**src/sv/spq_pkg.sv**
```systemverilog
// Shared types and constants for the strict priority queue.
package spq_pkg;

	localparam int DEFAULT_DEPTH      = 16;
	localparam int DEFAULT_LEVELS     = 3;
	localparam int DEFAULT_DATA_WIDTH = 32;

	localparam int VALUE_W     = 32;
	localparam int PRI_W       = 2;
	localparam int TOTAL_W     = 5;
	localparam int S_TDATA_W   = 40;
	localparam int M_TDATA_W   = 40;
	localparam int QUEUE_DEPTH = 2;

	localparam logic [TOTAL_W-1:0] LIMIT_RESET = TOTAL_W'(16);

	typedef enum logic {
		OP_ENQ = 1'b0,
		OP_DEQ = 1'b1
	} op_t;

	typedef enum logic [1:0] {
		ST_DONE   = 2'd0,
		ST_FULL   = 2'd1,
		ST_EMPTY  = 2'd2,
		ST_BADPRI = 2'd3
	} status_t;

	typedef enum logic [1:0] {
		MEM_NONE  = 2'd0,
		MEM_WRITE = 2'd1,
		MEM_READ  = 2'd2
	} mem_op_t;

	// result info that travels from the front to the back with each word
	typedef struct packed {
		mem_op_t              mem_op;
		status_t              status;
		logic                 empty;
		logic [TOTAL_W-1:0]   total;
	} res_info_t;

	localparam int INFO_W = $bits(res_info_t);

endpackage

```
**src/sv/spq_front.sv**
```systemverilog
// Front end: classifies each word and keeps per-level ring pointers and counts.
module spq_front import spq_pkg::*; #(
	parameter int DEPTH      = DEFAULT_DEPTH,
	parameter int LEVELS     = DEFAULT_LEVELS,
	parameter int DATA_WIDTH = DEFAULT_DATA_WIDTH,
	parameter int ADDR_W     = $clog2(LEVELS * DEPTH)
) (
	input  logic                  clk,
	input  logic                  arst_n,
	input  logic                  total_limit_we,
	input  logic [TOTAL_W-1:0]    total_limit_wdata,
	input  logic                  accept,
	input  op_t                   operation,
	input  logic [VALUE_W-1:0]    value,
	input  logic [PRI_W-1:0]      priority_req,
	output res_info_t             cmd_info,
	output logic [ADDR_W-1:0]     cmd_addr,
	output logic [DATA_WIDTH-1:0] cmd_data
);

	localparam int PTR_W = $clog2(DEPTH);
	localparam int CNT_W = $clog2(DEPTH + 1);
	localparam int LVL_W = $clog2(LEVELS);

	logic [TOTAL_W-1:0] total_limit_q;
	logic [TOTAL_W-1:0] held_q;
	logic [PTR_W-1:0]   head_q [LEVELS];
	logic [PTR_W-1:0]   tail_q [LEVELS];
	logic [CNT_W-1:0]   cnt_q  [LEVELS];

	logic               do_enq;
	logic               do_deq;
	logic [LVL_W-1:0]   enq_lv;
	logic [LVL_W-1:0]   deq_lv;
	logic               deq_found;
	logic               pri_ok;
	logic [TOTAL_W-1:0] held_next;

	function automatic logic [PTR_W-1:0] ring_next(input logic [PTR_W-1:0] p);
		return (p == PTR_W'(DEPTH - 1)) ? '0 : p + 1'b1;
	endfunction

	assign pri_ok = (priority_req != '0) && (32'(priority_req) <= LEVELS);
	assign enq_lv = LVL_W'(priority_req - 1'b1);

	// highest non-empty level wins
	always_comb begin
		deq_lv    = '0;
		deq_found = 1'b0;
		for (int i = 0; i < LEVELS; i++) begin
			if (cnt_q[i] != '0) begin
				deq_lv    = LVL_W'(i);
				deq_found = 1'b1;
			end
		end
	end

	always_comb begin
		do_enq    = 1'b0;
		do_deq    = 1'b0;
		held_next = held_q;
		cmd_info.mem_op = MEM_NONE;
		cmd_info.status = ST_DONE;
		cmd_addr  = '0;
		cmd_data  = DATA_WIDTH'(value);
		if (operation == OP_ENQ) begin
			priority if (held_q >= total_limit_q) begin
				cmd_info.status = ST_FULL;
			end else if (!pri_ok) begin
				cmd_info.status = ST_BADPRI;
			end else if (cnt_q[enq_lv] == CNT_W'(DEPTH)) begin
				cmd_info.status = ST_FULL;
			end else begin
				do_enq          = 1'b1;
				held_next       = held_q + 1'b1;
				cmd_info.mem_op = MEM_WRITE;
				cmd_addr        = ADDR_W'(enq_lv) * ADDR_W'(DEPTH) + ADDR_W'(tail_q[enq_lv]);
			end
		end else begin
			if (deq_found) begin
				do_deq          = 1'b1;
				held_next       = (held_q != '0) ? held_q - 1'b1 : held_q;
				cmd_info.mem_op = MEM_READ;
				cmd_addr        = ADDR_W'(deq_lv) * ADDR_W'(DEPTH) + ADDR_W'(head_q[deq_lv]);
			end else begin
				cmd_info.status = ST_EMPTY;
			end
		end
		cmd_info.total = held_next;
		cmd_info.empty = (held_next == '0);
	end

	always_ff @(posedge clk or negedge arst_n) begin
		if (!arst_n) begin
			total_limit_q <= LIMIT_RESET;
			held_q        <= '0;
			for (int i = 0; i < LEVELS; i++) begin
				head_q[i] <= '0;
				tail_q[i] <= '0;
				cnt_q[i]  <= '0;
			end
		end else begin
			if (total_limit_we) begin
				total_limit_q <= total_limit_wdata;
			end
			if (accept) begin
				held_q <= held_next;
				if (do_enq) begin
					tail_q[enq_lv] <= ring_next(tail_q[enq_lv]);
					cnt_q[enq_lv]  <= cnt_q[enq_lv] + 1'b1;
				end
				if (do_deq) begin
					head_q[deq_lv] <= ring_next(head_q[deq_lv]);
					cnt_q[deq_lv]  <= cnt_q[deq_lv] - 1'b1;
				end
			end
		end
	end

endmodule

```
**src/sv/spq_fifo.sv**
```systemverilog
// Small command queue between the front and the back.
module spq_fifo import spq_pkg::*; #(
	parameter int WIDTH = 8,
	parameter int DEPTH = QUEUE_DEPTH
) (
	input  logic             clk,
	input  logic             arst_n,
	input  logic             push,
	input  logic [WIDTH-1:0] push_data,
	output logic             full,
	input  logic             pop,
	output logic [WIDTH-1:0] pop_data,
	output logic             not_empty
);

	localparam int PTR_W = (DEPTH > 1) ? $clog2(DEPTH) : 1;
	localparam int CNT_W = $clog2(DEPTH + 1);

	logic [WIDTH-1:0] entry_q [DEPTH];
	logic [PTR_W-1:0] wr_ptr_q;
	logic [PTR_W-1:0] rd_ptr_q;
	logic [CNT_W-1:0] count_q;

	function automatic logic [PTR_W-1:0] ptr_next(input logic [PTR_W-1:0] p);
		return (p == PTR_W'(DEPTH - 1)) ? '0 : p + 1'b1;
	endfunction

	assign full      = (count_q == CNT_W'(DEPTH));
	assign not_empty = (count_q != '0);
	assign pop_data  = entry_q[rd_ptr_q];

	always_ff @(posedge clk) begin
		if (push) begin
			entry_q[wr_ptr_q] <= push_data;
		end
	end

	always_ff @(posedge clk or negedge arst_n) begin
		if (!arst_n) begin
			wr_ptr_q <= '0;
			rd_ptr_q <= '0;
			count_q  <= '0;
		end else begin
			if (push) begin
				wr_ptr_q <= ptr_next(wr_ptr_q);
			end
			if (pop) begin
				rd_ptr_q <= ptr_next(rd_ptr_q);
			end
			unique case ({push, pop})
				2'b10:   count_q <= count_q + 1'b1;
				2'b01:   count_q <= count_q - 1'b1;
				default: count_q <= count_q;
			endcase
		end
	end

endmodule

```
**src/sv/spq_back.sv**
```systemverilog
// Back end: level storage and the output register.
module spq_back import spq_pkg::*; #(
	parameter int DEPTH      = DEFAULT_DEPTH,
	parameter int LEVELS     = DEFAULT_LEVELS,
	parameter int DATA_WIDTH = DEFAULT_DATA_WIDTH,
	parameter int ADDR_W     = $clog2(LEVELS * DEPTH)
) (
	input  logic                  clk,
	input  logic                  arst_n,
	input  logic                  q_valid,
	input  res_info_t             q_info,
	input  logic [ADDR_W-1:0]     q_addr,
	input  logic [DATA_WIDTH-1:0] q_data,
	output logic                  q_pop,
	output logic                  m_tvalid,
	input  logic                  m_tready,
	output logic [M_TDATA_W-1:0]  m_tdata
);

	logic [DATA_WIDTH-1:0] mem_q [LEVELS * DEPTH];
	logic [DATA_WIDTH-1:0] rd_data_s1;
	res_info_t             info_s1;
	logic                  valid_s1;
	logic [VALUE_W-1:0]    value_res;

	assign q_pop = q_valid && (!valid_s1 || m_tready);

	always_ff @(posedge clk) begin
		if (q_pop && q_info.mem_op == MEM_WRITE) begin
			mem_q[q_addr] <= q_data;
		end
		if (q_pop && q_info.mem_op == MEM_READ) begin
			rd_data_s1 <= mem_q[q_addr];
		end
		if (q_pop) begin
			info_s1 <= q_info;
		end
	end

	always_ff @(posedge clk or negedge arst_n) begin
		if (!arst_n) begin
			valid_s1 <= 1'b0;
		end else if (q_pop) begin
			valid_s1 <= 1'b1;
		end else if (m_tready) begin
			valid_s1 <= 1'b0;
		end
	end

	// stored words are unsigned, zero extend or truncate to the field width
	assign value_res = (info_s1.mem_op == MEM_READ) ? VALUE_W'(rd_data_s1) : '0;
	assign m_tvalid  = valid_s1;
	assign m_tdata   = {info_s1.total, info_s1.empty, info_s1.status, value_res};

endmodule

```
**src/sv/strict_priority_queue.sv**
```systemverilog
// Strict priority queue top level: front classifier, command queue, storage back end.
// Throughput: one word per cycle while the command queue is not full, for enqueue and dequeue alike.
// Path: an accepted word passes through the command queue, then its storage read goes
// into the output register.
// Reset: pointers, counts and valid flags clear at once and the limit returns to 16; storage is not cleared.
module strict_priority_queue import spq_pkg::*; #(
	parameter int DEPTH      = DEFAULT_DEPTH,
	parameter int LEVELS     = DEFAULT_LEVELS,
	parameter int DATA_WIDTH = DEFAULT_DATA_WIDTH
) (
	input  logic                 clk,
	input  logic                 arst_n,
	input  logic                 total_limit_we,
	input  logic [TOTAL_W-1:0]   total_limit_wdata,
	input  logic                 s_tvalid,
	output logic                 s_tready,
	input  logic [S_TDATA_W-1:0] s_tdata,   // value[31:0], priority_req[33:32], zero pad
	input  logic                 s_tuser,   // operation
	output logic                 m_tvalid,
	input  logic                 m_tready,
	output logic [M_TDATA_W-1:0] m_tdata    // value_res[31:0], status[33:32],
	                                        // empty_res[34], total_count[39:35]
);

	localparam int ADDR_W = $clog2(LEVELS * DEPTH);
	localparam int CMD_W  = INFO_W + ADDR_W + DATA_WIDTH;

	logic                  accept;
	logic                  q_full;
	logic                  q_valid;
	logic                  q_pop;
	res_info_t             cmd_info;
	logic [ADDR_W-1:0]     cmd_addr;
	logic [DATA_WIDTH-1:0] cmd_data;
	logic [CMD_W-1:0]      q_out;
	res_info_t             q_info;
	logic [ADDR_W-1:0]     q_addr;
	logic [DATA_WIDTH-1:0] q_data;

	assign s_tready = !q_full;
	assign accept   = s_tvalid && s_tready;

	spq_front #(
		.DEPTH      (DEPTH),
		.LEVELS     (LEVELS),
		.DATA_WIDTH (DATA_WIDTH),
		.ADDR_W     (ADDR_W)
	) u_front (
		.clk               (clk),
		.arst_n            (arst_n),
		.total_limit_we    (total_limit_we),
		.total_limit_wdata (total_limit_wdata),
		.accept            (accept),
		.operation         (op_t'(s_tuser)),
		.value             (s_tdata[VALUE_W-1:0]),
		.priority_req      (s_tdata[VALUE_W+PRI_W-1:VALUE_W]),
		.cmd_info          (cmd_info),
		.cmd_addr          (cmd_addr),
		.cmd_data          (cmd_data)
	);

	spq_fifo #(
		.WIDTH (CMD_W),
		.DEPTH (QUEUE_DEPTH)
	) u_fifo (
		.clk       (clk),
		.arst_n    (arst_n),
		.push      (accept),
		.push_data ({cmd_info, cmd_addr, cmd_data}),
		.full      (q_full),
		.pop       (q_pop),
		.pop_data  (q_out),
		.not_empty (q_valid)
	);

	assign {q_info, q_addr, q_data} = q_out;

	spq_back #(
		.DEPTH      (DEPTH),
		.LEVELS     (LEVELS),
		.DATA_WIDTH (DATA_WIDTH),
		.ADDR_W     (ADDR_W)
	) u_back (
		.clk      (clk),
		.arst_n   (arst_n),
		.q_valid  (q_valid),
		.q_info   (q_info),
		.q_addr   (q_addr),
		.q_data   (q_data),
		.q_pop    (q_pop),
		.m_tvalid (m_tvalid),
		.m_tready (m_tready),
		.m_tdata  (m_tdata)
	);

	// refused operations never carry a value
	a_refused_zero: assert property (@(posedge clk) disable iff (!arst_n)
		m_tvalid && (m_tdata[VALUE_W+1:VALUE_W] != ST_DONE) |-> (m_tdata[VALUE_W-1:0] == '0))
		else $error("refused result carries a nonzero value");

	// an empty refusal means nothing is held
	a_empty_refusal: assert property (@(posedge clk) disable iff (!arst_n)
		m_tvalid && (m_tdata[VALUE_W+1:VALUE_W] == ST_EMPTY)
		|-> (m_tdata[M_TDATA_W-1:VALUE_W+3] == '0) && m_tdata[VALUE_W+2])
		else $error("empty refusal with values still held");

	// a word accepted into an empty pipe passes through the command queue and then shows up in the output register
	a_latency: assert property (@(posedge clk) disable iff (!arst_n)
		accept && !q_valid && !m_tvalid |=> ##1 m_tvalid)
		else $error("result missing two cycles after acceptance");

endmodule
```
**config.mk**
```make
export PLATFORM = sky130hd
export DESIGN_NAME = strict_priority_queue
export DESIGN_NICKNAME = d
export VERILOG_FILES = /design/src/sv/spq_pkg.sv /design/src/sv/spq_front.sv /design/src/sv/spq_fifo.sv /design/src/sv/spq_back.sv /design/src/sv/strict_priority_queue.sv
export SDC_FILE = /design/constraint.sdc
export NUM_CORES = 2
export LEC_CHECK = 0
export BUFFER_PORTS_ARGS = -buffer_cell sky130_fd_sc_hd__buf_2
export CAP_MARGIN = 20
export CELL_PAD_IN_SITES_DETAIL_PLACEMENT = 2
export CELL_PAD_IN_SITES_GLOBAL_PLACEMENT = 2
export CORE_ASPECT_RATIO = 0.9
export CORE_UTILIZATION = 47
export DETAILED_ROUTE_END_ITERATION = 12
export HOLD_SLACK_MARGIN = 0.08
export PLACE_DENSITY_LB_ADDON = 0.08
export SLEW_MARGIN = 20
export SYNTH_ARGS = -nofsm -noshare
export SYNTH_HDL_FRONTEND = slang
export SYNTH_SLANG_ARGS = --single-unit
```
**constraint.sdc**
```tcl
create_clock -name clk -period 5.2 [get_ports clk]
set_input_delay 1.04 -clock clk [delete_from_list [all_inputs] [get_ports clk]]
set_output_delay 1.04 -clock clk [all_outputs]
set_load 0.005 [all_outputs]
```
==> out/qor.yml <==
grt_pass1_wl_mm: 401.5
synth_edf_count: 1674
core-area_sq_um: 141800
min_period_ns: 4.815
yosysTopAreaCell: "edfxtp_1"
cts_sinks: 1728
slew_headroom_pct: 14.25
post_cts_buffers: 0
cts_tree: "built"
syn_nets: 4278
end_kind: "flop"
htree_levels: 4
final.setup.tns_ns: 0
port_buffers: 86
grt_start_max_net_pins: 114
ctsHoldBuffers: 0
initial_utilization_pct: 47.43
drive_above_1_share_pct: 16.00
hold_violations: 0
vias: 46200
synth_seq_cells: 1728
ys_async_sr_fraction_pct: 3.125
post-route-period-util_pct: 92.60
dieArea_sq_um: 144600
powerDensity_nw_per_um2: 616.9
synth_cell_type_count: 90
yosys-top-cells-area: "edfxtp_1 75%, nand2_1 2.5%, a21oi_1 2.2%, dfrtp_1 2.0%, a22oi_1 1.8%"
insertion_delay_ns: 0.82
die_h_um: 360.8
grt_pass1_vias: 48850
status: "finished, final reports clean"
skew_ns: 0.03130
ys.flop_type: "edfxtp_1"
rsz0062_at_grt: "false"
synth_area_sq_um: 67250
final_nets: 4446
drtAntennaViolNets: 0
synthTopCellsByCount: "1674 x edfxtp_1, 444 x nand2_1, 298 x a21oi_1, 164 x a22oi_1, 152 x o21ai_0"
grt_overflow_total: 0
cp.required_ns: 5.69
ys_seq_area_share_pct: 76.76
via_per_inst: 7.226
die_w_um: 400.7
first_iter_violations: 6790
setup_viol: 0
drc: 0
firstDrtPassIters: 8
cts.clk_slew.worst_paths_ns: 0.06
syn-instance-count: 4210
grt_usage_pct: 40.40
n_fill_cell: 12450
hold_class: "in2async"
worstSetupStartpointType: "flop"
yosysMostFrequentCell: "edfxtp_1"
tightest_slew_ns: 1.286
crit_type: "reg2reg"
numCtsBuffers: 177
hold_slack_ns: 0.2422
cap_violations: 0
synth_top_area_share_pct: 74.75
leakagePower_nw: 24.92
ir_drop_mv: 0.5664
dp_hpwl_mm: 163.7
multi_input_area_sq_um: 14840
ios: 93
clock_path_buffers: 3
syn_area_per_cell_sq_um: 15.97
grt_antenna_before_repair: 19
crit_arrival_ns: 5.31
path_max_fanout: 44
drt_wl_total_mm: 295.3
fin_util_pct: 54.19
seq_area_sq_um: 51620
place_congestion: 0.8226
wl_per_cell_um: 46.19
cts_resized: 0
max_freq_mhz: 207.7
yosysWarnings: 0
syn_to_final_growth_pct: 14.25
cts_root_buffer: "clkbuf_16"
drv_slew: 0
row_count: 131
==> area by class of cell <==
class                   instances  area share, %
flip-flops and latches       1728          67.19
multi-input cells            2170          19.32
clock buffers                 222          6.123
repair buffers                267          3.094
well taps                    1862          3.032
clock inverters               105          1.057
inverters                      34         0.1661
diodes                          5        0.01629
==> critical path, cell delays in order (launching register included) <==
cell and delay, ns:
dfrtp_4 0.89, buf_4 0.39, mux2i_2 0.35, nand2_1 0.62, nor2_4 0.29, nand2_1 0.57
nor2_4 1.01, buf_12 0.33
==> logic make-up after synthesis <==
logic type                 count (synthesis)  share of synthesized area (%)
AOI/OAI and AO/OA                       1135                          11.66
DFF                                     1728                          76.76
buffers and inverters                    312                          2.302
adders and majority gates                 17                         0.3163
muxes                                    219                          3.598
and+or+nand+nor                          783                          5.148
xor gates and xnor gates                  16                         0.2084
==> layout by cell type (no fill, tap or decap), types with 32 or more instances in the layout <==
master and n:
clkinv_1 51, o21ai_0 152, mux2_2 71, buf_2 86, clkbuf_16 182, a221oi_1 125, nand3_1 56, a211oi_1 55
clkinv_2 32, nand2_1 443, o221ai_1 36, clkbuf_1 40, nor2_1 72, and2_1 40, a22oi_1 164, mux2i_1 116
edfxtp_1 1674, nor2_4 57, buf_4 134, dfrtp_1 52, a21oi_1 298, buf_12 47, o22ai_1 74, a222oi_1 68
==> sequential cells by signal, summed over array words and instances (netlist names), 2 cells and up <==
register and count:
u_front.held_q 5, u_back.mem_q 1536, u_front.tail_q 12, u_back.info_s1 2, u_fifo.entry_q 96, u_fifo.count_q 2, u_front.total_limit_q 5, u_front.cnt_q 15
u_back.m_tdata 8, u_front.head_q 12, u_back.rd_data_s1 32
==> worst paths after layout <==
check                                       start               endpoint  slack [ns]  cells after the start
worst max-delay path              u_fifo.rd_ptr_q   u_back.mem_q[26][20]        0.38                      7
worst min-delay path                       arst_n       u_front.cnt_q[2]        0.24                      1
worst max register to register    u_fifo.rd_ptr_q   u_back.mem_q[26][20]        0.38                      7
worst min register to register  u_front.head_q[2]      u_front.head_q[2]        0.47                      1
max in group asynchronous                  arst_n        u_fifo.rd_ptr_q        4.04                      2
min in group clk                      s_tdata[17]  u_fifo.entry_q[1][17]        0.42                      1
==> routing by layer <==
metal,GRT usage (%),up-vias,part of all wire [%]
met2,64.94,3569,47
met1,50.31,24390,36
met4,24.06,4,6.9
li1,-,17200,-
met5,0,-,0.0085
met3,8.983,1030,10
==> where the power goes <==
part / switching [mW] / leakage (nW) / internal [mW]
combinational: 12.4 / 6.47 / 4.03
clock: 5.81 / 2.70 / 7.00
sequential: 0.508 / 15.7 / 17.7
==> through the flow <==
stage	cell area (sq um)	cells	setup slack (ns)	power, mW
2_1_floorplan	67250	4210	0.9977	26.15
3_3_place_gp	71240	6061	0.6732	33.04
3_5_place_dp	71240	6061	0.5685	33.94
4_1_cts	76760	6388	0.5363	46.88
5_1_grt	76820	6388	0.4520	48.00
6_report	76830	6393	0.3849	47.39
Power figures use the tool's default switching activity.
